[config.mk]
export PLATFORM = sky130hd
export DESIGN_NAME = bmp_24bit_stream_decoder_core
export DESIGN_NICKNAME = d
export VERILOG_FILES = /design/src/design/bmp24_pkg.sv /design/src/design/bmp24_hdr.sv /design/src/design/bmp24_pix.sv /design/src/design/bmp24_24bit_stream_decoder_core.sv
export SDC_FILE = /design/constraint.sdc
export NUM_CORES = 1
export LEC_CHECK = 0
export BUFFER_PORTS_ARGS = -buffer_cell sky130_fd_sc_hd__buf_2
export CORE_MARGIN = 2
export CORE_UTILIZATION = 40
export DETAILED_ROUTE_END_ITERATION = 8
export SYNTH_ARGS = -nofsm -noshare
export SYNTH_HDL_FRONTEND = slang
export SYNTH_SLANG_ARGS = --single-unit
[constraint.sdc]
create_clock -name clk -period 3.6 [get_ports clk]
set_clock_uncertainty 0.05 [all_clocks]
set_input_delay 0.36 -clock clk [delete_from_list [all_inputs] [get_ports clk]]
set_output_delay 0.36 -clock clk [all_outputs]
set_load 0.05 [all_outputs]
[src/design/bmp24_pkg.sv]
// shared types and constants of the 24-bit bmp stream decoder
`timescale 1ns / 1ps
`default_nettype none

package bmp24_pkg;

  // image size limits, fixed by the 12-bit row and column fields
  localparam int MAX_WIDTH  = 4096;
  localparam int MAX_HEIGHT = 4096;
  localparam int DIM_W      = $clog2(MAX_WIDTH);

  // header layout, byte positions of the last byte of each checked field
  localparam int         POS_W         = 6;
  localparam logic [5:0] POS_MAGIC     = 6'd1;
  localparam logic [5:0] POS_INFO_SIZE = 6'd17;
  localparam logic [5:0] POS_WIDTH     = 6'd21;
  localparam logic [5:0] POS_HEIGHT    = 6'd25;
  localparam logic [5:0] POS_PLANES    = 6'd27;
  localparam logic [5:0] POS_COMPRESS  = 6'd33;
  localparam logic [5:0] POS_HDR_LAST  = 6'd53;

  localparam logic [15:0] MAGIC_LE  = 16'h4D42;
  localparam logic [31:0] INFO_SIZE = 32'd40;
  localparam logic [15:0] ONE_PLANE = 16'd1;

  // result status codes
  localparam logic [2:0] ST_PIXEL        = 3'd0;
  localparam logic [2:0] ST_BAD_MAGIC    = 3'd1;
  localparam logic [2:0] ST_BAD_HDR_SIZE = 3'd2;
  localparam logic [2:0] ST_BAD_PLANES   = 3'd3;
  localparam logic [2:0] ST_COMPRESSED   = 3'd4;
  localparam logic [2:0] ST_BAD_SIZE     = 3'd5;
  localparam logic [2:0] ST_PAD_NONZERO  = 3'd6;

  typedef struct packed {
    logic [7:0] file_byte;
    logic       start_of_file;
  } in_word_t;

  typedef struct packed {
    logic [7:0]       red;
    logic [7:0]       green;
    logic [7:0]       blue;
    logic [DIM_W-1:0] out_row;
    logic [DIM_W-1:0] out_column;
    logic             last_pixel;
    logic [2:0]       status;
  } out_word_t;

  // header parser to pixel stage and control
  typedef struct packed {
    logic             done;
    logic             err;
    logic [2:0]       err_code;
    logic [DIM_W-1:0] width_m1;
    logic [DIM_W-1:0] height_m1;
    logic [1:0]       pad_bytes;
  } hdr_info_t;

  // pixel stage to control
  typedef struct packed {
    logic emit;
    logic row_end;
    logic last;
    logic pad_done;
  } pix_info_t;

endpackage

`default_nettype wire

[src/design/bmp24_hdr.sv]
// header parser: field accumulator, byte position, checks and image geometry
`timescale 1ns / 1ps
`default_nettype none

module bmp24_hdr (
  input  wire logic                 clk,
  input  wire logic                 rst_n,
  input  wire logic                 step,
  input  wire logic                 restart,
  input  wire logic [7:0]           file_byte,
  output bmp24_pkg::hdr_info_t      info
);

  logic [bmp24_pkg::POS_W-1:0]   pos_r, pos_nxt, pos_eff;
  logic [31:0]                   acc_r, acc_nxt, acc_eff;
  logic [bmp24_pkg::DIM_W-1:0]   width_m1_r, width_m1_nxt;
  logic [bmp24_pkg::DIM_W-1:0]   height_m1_r, height_m1_nxt;
  logic [1:0]                    pad_r, pad_nxt;
  logic                          width_ok_r, width_ok_nxt;
  logic                          height_ok;
  logic [bmp24_pkg::DIM_W-1:0]   acc_m1;

  assign pos_eff = restart ? '0 : pos_r;
  assign acc_eff = restart ? '0 : acc_r;
  assign acc_nxt = {file_byte, acc_eff[31:8]};
  // only in-range sizes are kept, so the low bits carry the whole value minus one
  assign acc_m1  = acc_nxt[bmp24_pkg::DIM_W-1:0] - (bmp24_pkg::DIM_W)'(1);
  assign pos_nxt = pos_eff + (bmp24_pkg::POS_W)'(1);

  assign height_ok = (acc_nxt != 32'd0) &&
                     (acc_nxt <= 32'(bmp24_pkg::MAX_HEIGHT));

  always_comb begin
    width_m1_nxt  = width_m1_r;
    width_ok_nxt  = width_ok_r;
    pad_nxt       = pad_r;
    height_m1_nxt = height_m1_r;
    info          = '0;
    info.width_m1  = width_m1_r;
    info.height_m1 = height_m1_r;
    info.pad_bytes = pad_r;
    if (pos_eff == bmp24_pkg::POS_WIDTH) begin
      width_m1_nxt = acc_m1;
      pad_nxt      = acc_nxt[1:0];
      width_ok_nxt = (acc_nxt != 32'd0) && (acc_nxt <= 32'(bmp24_pkg::MAX_WIDTH));
    end
    if (pos_eff == bmp24_pkg::POS_HEIGHT) begin
      height_m1_nxt = acc_m1;
    end
    priority if (pos_eff == bmp24_pkg::POS_MAGIC && acc_nxt[31:16] != bmp24_pkg::MAGIC_LE) begin
      info.err      = 1'b1;
      info.err_code = bmp24_pkg::ST_BAD_MAGIC;
    end else if (pos_eff == bmp24_pkg::POS_INFO_SIZE && acc_nxt != bmp24_pkg::INFO_SIZE) begin
      info.err      = 1'b1;
      info.err_code = bmp24_pkg::ST_BAD_HDR_SIZE;
    end else if (pos_eff == bmp24_pkg::POS_HEIGHT && (!width_ok_r || !height_ok)) begin
      info.err      = 1'b1;
      info.err_code = bmp24_pkg::ST_BAD_SIZE;
    end else if (pos_eff == bmp24_pkg::POS_PLANES && acc_nxt[31:16] != bmp24_pkg::ONE_PLANE) begin
      info.err      = 1'b1;
      info.err_code = bmp24_pkg::ST_BAD_PLANES;
    end else if (pos_eff == bmp24_pkg::POS_COMPRESS && acc_nxt != 32'd0) begin
      info.err      = 1'b1;
      info.err_code = bmp24_pkg::ST_COMPRESSED;
    end else if (pos_eff == bmp24_pkg::POS_HDR_LAST) begin
      info.done = 1'b1;
    end else begin
      info.done = 1'b0;
    end
  end

  always_ff @(posedge clk) begin
    if (!rst_n) begin
      pos_r      <= '0;
      acc_r      <= '0;
      width_ok_r <= 1'b0;
    end else if (step) begin
      pos_r       <= pos_nxt;
      acc_r       <= acc_nxt;
      width_ok_r  <= width_ok_nxt;
    end
  end

  always_ff @(posedge clk) begin
    if (step) begin
      width_m1_r  <= width_m1_nxt;
      height_m1_r <= height_m1_nxt;
      pad_r       <= pad_nxt;
    end
  end

endmodule

`default_nettype wire

[src/design/bmp24_pix.sv]
// pixel assembly: channel gathering, column and row counters, padding count
`timescale 1ns / 1ps
`default_nettype none

module bmp24_pix (
  input  wire logic                 clk,
  input  wire logic                 rst_n,
  input  wire logic                 load,
  input  wire logic                 step_pix,
  input  wire logic                 step_pad,
  input  wire logic [7:0]           file_byte,
  input  wire bmp24_pkg::hdr_info_t hdr,
  output bmp24_pkg::pix_info_t      info,
  output bmp24_pkg::out_word_t      pixel
);

  logic [1:0]                    chan_r;
  logic [7:0]                    blue_r, green_r;
  logic [bmp24_pkg::DIM_W-1:0]   col_r, row_r;
  logic [1:0]                    pad_left_r;

  assign info.emit     = step_pix && (chan_r == 2'd2);
  assign info.row_end  = (col_r == hdr.width_m1);
  assign info.last     = info.row_end && (row_r == hdr.height_m1);
  assign info.pad_done = (pad_left_r == 2'd1);

  always_comb begin
    pixel            = '0;
    pixel.red        = file_byte;
    pixel.green      = green_r;
    pixel.blue       = blue_r;
    pixel.out_row    = hdr.height_m1 - row_r;
    pixel.out_column = col_r;
    pixel.last_pixel = info.last;
    pixel.status     = bmp24_pkg::ST_PIXEL;
  end

  always_ff @(posedge clk) begin
    if (!rst_n) begin
      chan_r     <= '0;
      col_r      <= '0;
      row_r      <= '0;
      pad_left_r <= '0;
    end else if (load) begin
      chan_r     <= '0;
      col_r      <= '0;
      row_r      <= '0;
      pad_left_r <= '0;
    end else if (step_pix) begin
      unique case (chan_r)
        2'd0: chan_r <= 2'd1;
        2'd1: chan_r <= 2'd2;
        default: begin
          chan_r <= 2'd0;
          if (info.row_end) begin
            col_r      <= '0;
            pad_left_r <= hdr.pad_bytes;
            if (!info.last) begin
              row_r <= row_r + (bmp24_pkg::DIM_W)'(1);
            end
          end else begin
            col_r <= col_r + (bmp24_pkg::DIM_W)'(1);
          end
        end
      endcase
    end else if (step_pad) begin
      pad_left_r <= pad_left_r - 2'd1;
    end
  end

  always_ff @(posedge clk) begin
    if (step_pix && chan_r == 2'd0) begin
      blue_r <= file_byte;
    end
    if (step_pix && chan_r == 2'd1) begin
      green_r <= file_byte;
    end
  end

endmodule

`default_nettype wire

[src/design/bmp24_24bit_stream_decoder_core.sv]
// top level of the 24-bit bmp stream decoder: phase control and result register
`timescale 1ns / 1ps
`default_nettype none

//  channel   ports                          word
//  input     in_valid  in_ready  in_word    file_byte, start_of_file
//  result    out_valid out_ready out_word   red, green, blue, out_row, out_column,
//                                           last_pixel, status
//
// one file byte is taken every cycle while in_ready is high; the result of a byte
// appears in the result register in the cycle after it is accepted
// a byte is accepted whenever the result register is empty or is being taken,
// so a stall on the result side holds the input for exactly as long
// rst_n (synchronous) returns to the header phase at byte 0; a start flag
// does the same for the byte that carries it

module bmp_24bit_stream_decoder_core (
  input  wire logic                 clk,
  input  wire logic                 rst_n,
  input  wire logic                 in_valid,
  output logic                      in_ready,
  input  wire bmp24_pkg::in_word_t  in_word,
  output logic                      out_valid,
  input  wire logic                 out_ready,
  output bmp24_pkg::out_word_t      out_word
);

  typedef enum logic [2:0] {
    PH_HEADER,
    PH_PIXELS,
    PH_PAD,
    PH_TAIL_PAD,
    PH_DONE,
    PH_HALTED
  } phase_t;

  phase_t                phase_r, phase_nxt, phase_eff;
  logic                  out_valid_r, res_valid;
  bmp24_pkg::out_word_t  out_word_r, res_word, pixel;
  bmp24_pkg::hdr_info_t  hdr;
  bmp24_pkg::pix_info_t  pix;
  logic                  accept, restart;
  logic                  step_hdr, step_pix, step_pad;

  // result register is free when empty or drained this cycle
  assign in_ready  = !out_valid_r || out_ready;
  assign accept    = in_valid && in_ready;
  assign restart   = accept && in_word.start_of_file;

  // a start flag sends the flagged byte straight into header byte 0
  assign phase_eff = restart ? PH_HEADER : phase_r;

  assign step_hdr = accept && (phase_eff == PH_HEADER);
  assign step_pix = accept && (phase_eff == PH_PIXELS);
  assign step_pad = accept && (phase_eff == PH_PAD || phase_eff == PH_TAIL_PAD);

  bmp24_hdr u_hdr (
    .clk       (clk),
    .rst_n     (rst_n),
    .step      (step_hdr),
    .restart   (restart),
    .file_byte (in_word.file_byte),
    .info      (hdr)
  );

  // counters restart when the last header byte goes by
  bmp24_pix u_pix (
    .clk       (clk),
    .rst_n     (rst_n),
    .load      (step_hdr && hdr.done),
    .step_pix  (step_pix),
    .step_pad  (step_pad),
    .file_byte (in_word.file_byte),
    .hdr       (hdr),
    .info      (pix),
    .pixel     (pixel)
  );

  // next phase and the result of this byte
  always_comb begin
    phase_nxt = phase_eff;
    res_valid = 1'b0;
    res_word  = '0;
    unique case (phase_eff)
      PH_HEADER: begin
        if (hdr.err) begin
          phase_nxt       = PH_HALTED;
          res_valid       = 1'b1;
          res_word.status = hdr.err_code;
        end else if (hdr.done) begin
          phase_nxt = PH_PIXELS;
        end
      end
      PH_PIXELS: begin
        if (pix.emit) begin
          res_valid = 1'b1;
          res_word  = pixel;
          if (pix.row_end) begin
            if (pix.last) begin
              phase_nxt = (hdr.pad_bytes != 2'd0) ? PH_TAIL_PAD : PH_DONE;
            end else begin
              phase_nxt = (hdr.pad_bytes != 2'd0) ? PH_PAD : PH_PIXELS;
            end
          end
        end
      end
      PH_PAD, PH_TAIL_PAD: begin
        if (pix.pad_done) begin
          phase_nxt = (phase_eff == PH_PAD) ? PH_PIXELS : PH_DONE;
        end
        // nonzero padding is reported but decoding carries on
        if (in_word.file_byte != 8'd0) begin
          res_valid       = 1'b1;
          res_word.status = bmp24_pkg::ST_PAD_NONZERO;
        end
      end
      default: begin
        // done or halted: bytes are dropped until the next start flag
        phase_nxt = phase_eff;
      end
    endcase
  end

  always_ff @(posedge clk) begin
    if (!rst_n) begin
      phase_r     <= PH_HEADER;
      out_valid_r <= 1'b0;
    end else if (accept) begin
      phase_r     <= phase_nxt;
      out_valid_r <= res_valid;
      out_word_r  <= res_word;
    end else if (out_ready) begin
      out_valid_r <= 1'b0;
    end
  end

  assign out_valid = out_valid_r;
  assign out_word  = out_word_r;

endmodule

`default_nettype wire

==> flow_metrics.tcl <==
set metrics [dict create \
    status "completed" \
    cts_tree "yes" \
    leakage_nw 3.22 \
    grt_use_total 0.172 \
    diodes 0 \
    overflow 0 \
    clk_pin_slew_ns 0.07 \
    drtAntennaViolNets 0 \
    cts_buffer_depth 2 \
    post-place-ws_ns 0.268 \
    h-tree-depth 4 \
    rsz0062_at_grt "false" \
    io_buffers 66 \
    relSlewSlack 0.453 \
    grt_util_met1 0.232 \
    ys_seq_area_frac 0.556 \
    post-route-util 0.475 \
    startpoint "out_valid$_SDFFE_PN0P_" \
    synth_nets 729 \
    crit_chain "nor2b_1 > inv_1 > nand2_1 > buf_4 > and2_1 > ha_1 > nand3b_1 > a21oi_1 > nand3_1 > o21ai_1 > nand2b_1 > nor2_1" \
    crit_path_max_incr_delay_ns 0.41 \
    gp_congestion 0.905 \
    hpwl_um 11800 \
    use_met3 0.0379 \
    synthCells 696 \
    tns_ns 0 \
    grt_pass1_vias 5251 \
    worstHoldStart "in_word[7]" \
    arrival_ns 3.50 \
    grt-busiest-layer "met2" \
    area_growth_pct 16.4 \
    syn-mean-instance-area_sq_um 10.6 \
    setup_viol 0 \
    drc 0 \
    critPathSlowestCell "nand2b_1" \
    die_h_um 140 \
    cellPowerDensity_nw_per_um2 472 \
    ys_async_sr_fraction 0 \
    dr.pass1.iters 5 \
    fp.dieArea_sq_um 19500 \
    nets 801 \
    clkSinkCount 157 \
    vias 5363 \
    cp-end-kind "flop" \
    initial_core_util 0.408 \
    ys_warn_count 0 \
    wl_per_cell_um 16.0 \
    synth_top_area_cell "edfxtp_1" \
    grt_max_degree 50 \
    peakVddDrop_mv 0.324 \
    total_power_mw 4.04 \
    layout_setup_ws_ns 0.347 \
    synth_area_sq_um 7350 \
    ctsRootBufferMaster "clkbuf_16" \
    core_sq_um 18000 \
    synthFlopType "edfxtp_1" \
    ys_seq_elements 157 \
    rows 49 \
    crit_required_ns 3.84 \
    tightest_slew_ns 0.820 \
    ctsResizeCount 0 \
    pin_count 67 \
    post-cts-setup-buffers 0 \
    grt_pass1_wl_um 26800 \
    synth_top_area_frac 0.384 \
    crit_type "flop to flop" \
    use_met2 0.283 \
    insertion_delay_ns 0.42 \
    yosys-top-cells-area "edfxtp_1, dfxtp_1, nand2_1" \
    start_kind "flop" \
    drt-initial-drc-count 385 \
    antenna_found_initial 0 \
    synth_edf_count 94 \
    period_share 0.904 \
    hold_viol 0 \
    cts_inserted_buffers 17 \
    via_per_inst 5.31 \
    cap_violations 0 \
    hold_class "primary input to flop" \
    fillCellCount 1662 \
    cts_hold_repair.buffers 0 \
    clock.fmax_mhz 307 \
    cp_max_fo 12 \
    rr_startpoint "out_valid$_SDFFE_PN0P_" \
    finalCriticalPeriod_ns 3.25 \
    drv_slew 0 \
    synth_cell_type_count 58 \
    drive_gt1_frac 0.166 \
    die_x_um 140 \
    wirelength_um 16100 \
]
## area by class of cell
cell class | count | area, sq um | share of cell area
clock buffer | 17 | 425 | 0.0497
timing repair buffer | 81 | 443 | 0.0518
tap | 229 | 287 | 0.0335
clock inverter | 15 | 166 | 0.0195
multi-input combinational | 488 | 3060 | 0.358
inverter | 23 | 86.3 | 0.0101
sequential | 157 | 4080 | 0.477
## cell usage after synthesis (7+ instances only)
library cell,n
edfxtp_1,94
nand2_1,84
dfxtp_1,63
nor2_1,57
and2_1,43
nand3_1,34
a21boi_0,27
xor2_1,25
inv_1,23
clkbuf_1,22
o21ai_0,22
xnor2_1,21
ha_1,19
nor3_1,17
a21oi_1,16
nand4_1,13
nor4_1,13
and3_1,12
nand2b_1,9
nor2b_1,8
a31oi_1,7
## state kept, by name (all words and copies together), names as in the netlist
| name | cells |
|---|---|
| u_hdr.height_m1_r | 12 |
| u_hdr.width_m1_r | 12 |
| out_word | 52 |
| u_pix.pad_left_r | 2 |
| out_valid | 1 |
| u_pix.col_r | 12 |
| u_hdr.pad_r | 2 |
| u_pix.green_r | 8 |
| u_hdr.width_ok_r | 1 |
| phase_r | 3 |
| u_hdr.acc_r | 24 |
| u_pix.blue_r | 8 |
| u_hdr.pos_r | 6 |
| u_pix.chan_r | 2 |
| u_pix.row_r | 12 |
## stage by stage
step	instance area, sq um	cells	hold WS, ns
final	8560	1010	0.200
after global routing	8560	1010	0.189
after CTS	8560	1010	0.181
after detailed placement	7960	978	0.428
after global placement	7960	978	0.420
after floorplan	7350	696	0.398
## final timing paths
check | to | slack [ns] | cells after the start
worst max register to register | u_pix.col_r[4]$_SDFFE_PP0P_ | 0.35 | 12
worst min register to register | u_hdr.acc_r[9]$_SDFFE_PN0P_ | 0.43 | 2
worst min-delay path | u_pix.blue_r[6]$_DFFE_PP_ | 0.20 | 1
worst max-delay path | u_pix.col_r[4]$_SDFFE_PP0P_ | 0.35 | 12
## logic make-up (layout without fill, tap and decap cells)
| logic type | count (synthesis) | after routing | synth area share |
|---|---|---|---|
| simple gates | 317 | 317 | 0.226 |
| flops | 157 | 157 | 0.556 |
| compound gates | 101 | 101 | 0.0946 |
| buf+inv | 51 | 136 | 0.0281 |
| xor+xnor | 46 | 46 | 0.0548 |
| fa+ha+maj | 20 | 20 | 0.0351 |
| mux | 4 | 4 | 0.00545 |
## power by group
| group | leakage, nW | switching (mW) | internal [mW] |
|---|---|---|---|
| clock network | 0.284 | 0.826 | 0.934 |
| logic | 1.52 | 0.228 | 0.0859 |
| registers | 1.41 | 0.0255 | 1.94 |
| total | 3.22 | 1.08 | 2.96 |
## placed cells by master (no fill, tap or decap), drive strengths merged, types with 2 or more instances in the layout
cell type	synthesis	routed
a21o	4	4
and4	3	3
a211oi	2	2
and3	12	12
dfxtp	63	63
nand2	84	84
nor2b	8	8
nand2b	9	9
or2	2	2
inv	23	32
or3	4	4
nand3	34	34
clkinvlp	0	2
a31oi	8	8
a21oi	16	16
o221a	2	2
a22oi	2	2
mux2i	4	4
and2	43	43
nand4	14	14
xor2	25	25
o21ai	23	23
nor3b	6	6
xnor2	21	21
nor2	57	57
clkinv	0	4
clkbuf	22	17
buf	6	81
a311oi	4	4
o31ai	2	2
o211ai	3	3
nor4	19	19
nand3b	2	2
edfxtp	94	94
ha	19	19
nor3	17	17
a21boi	27	27
## layer usage
metal  wire length [um]  up-vias  part of all wire
met5                  0        -                 0
met4                183        0             0.011
met3                733       16             0.045
met2               7640      132              0.47
met1               7570     2578              0.47
li1                   -     2637                 -
## worst max-delay path: cells and delay by family (launching register included)
kind	cells	cell delay, ns
fa+ha+maj	1	0.22
flops	1	0.32
compound gates	2	0.64
simple gates	7	1.59
buf+inv	2	0.32
Power figures use the tool's default switching activity.
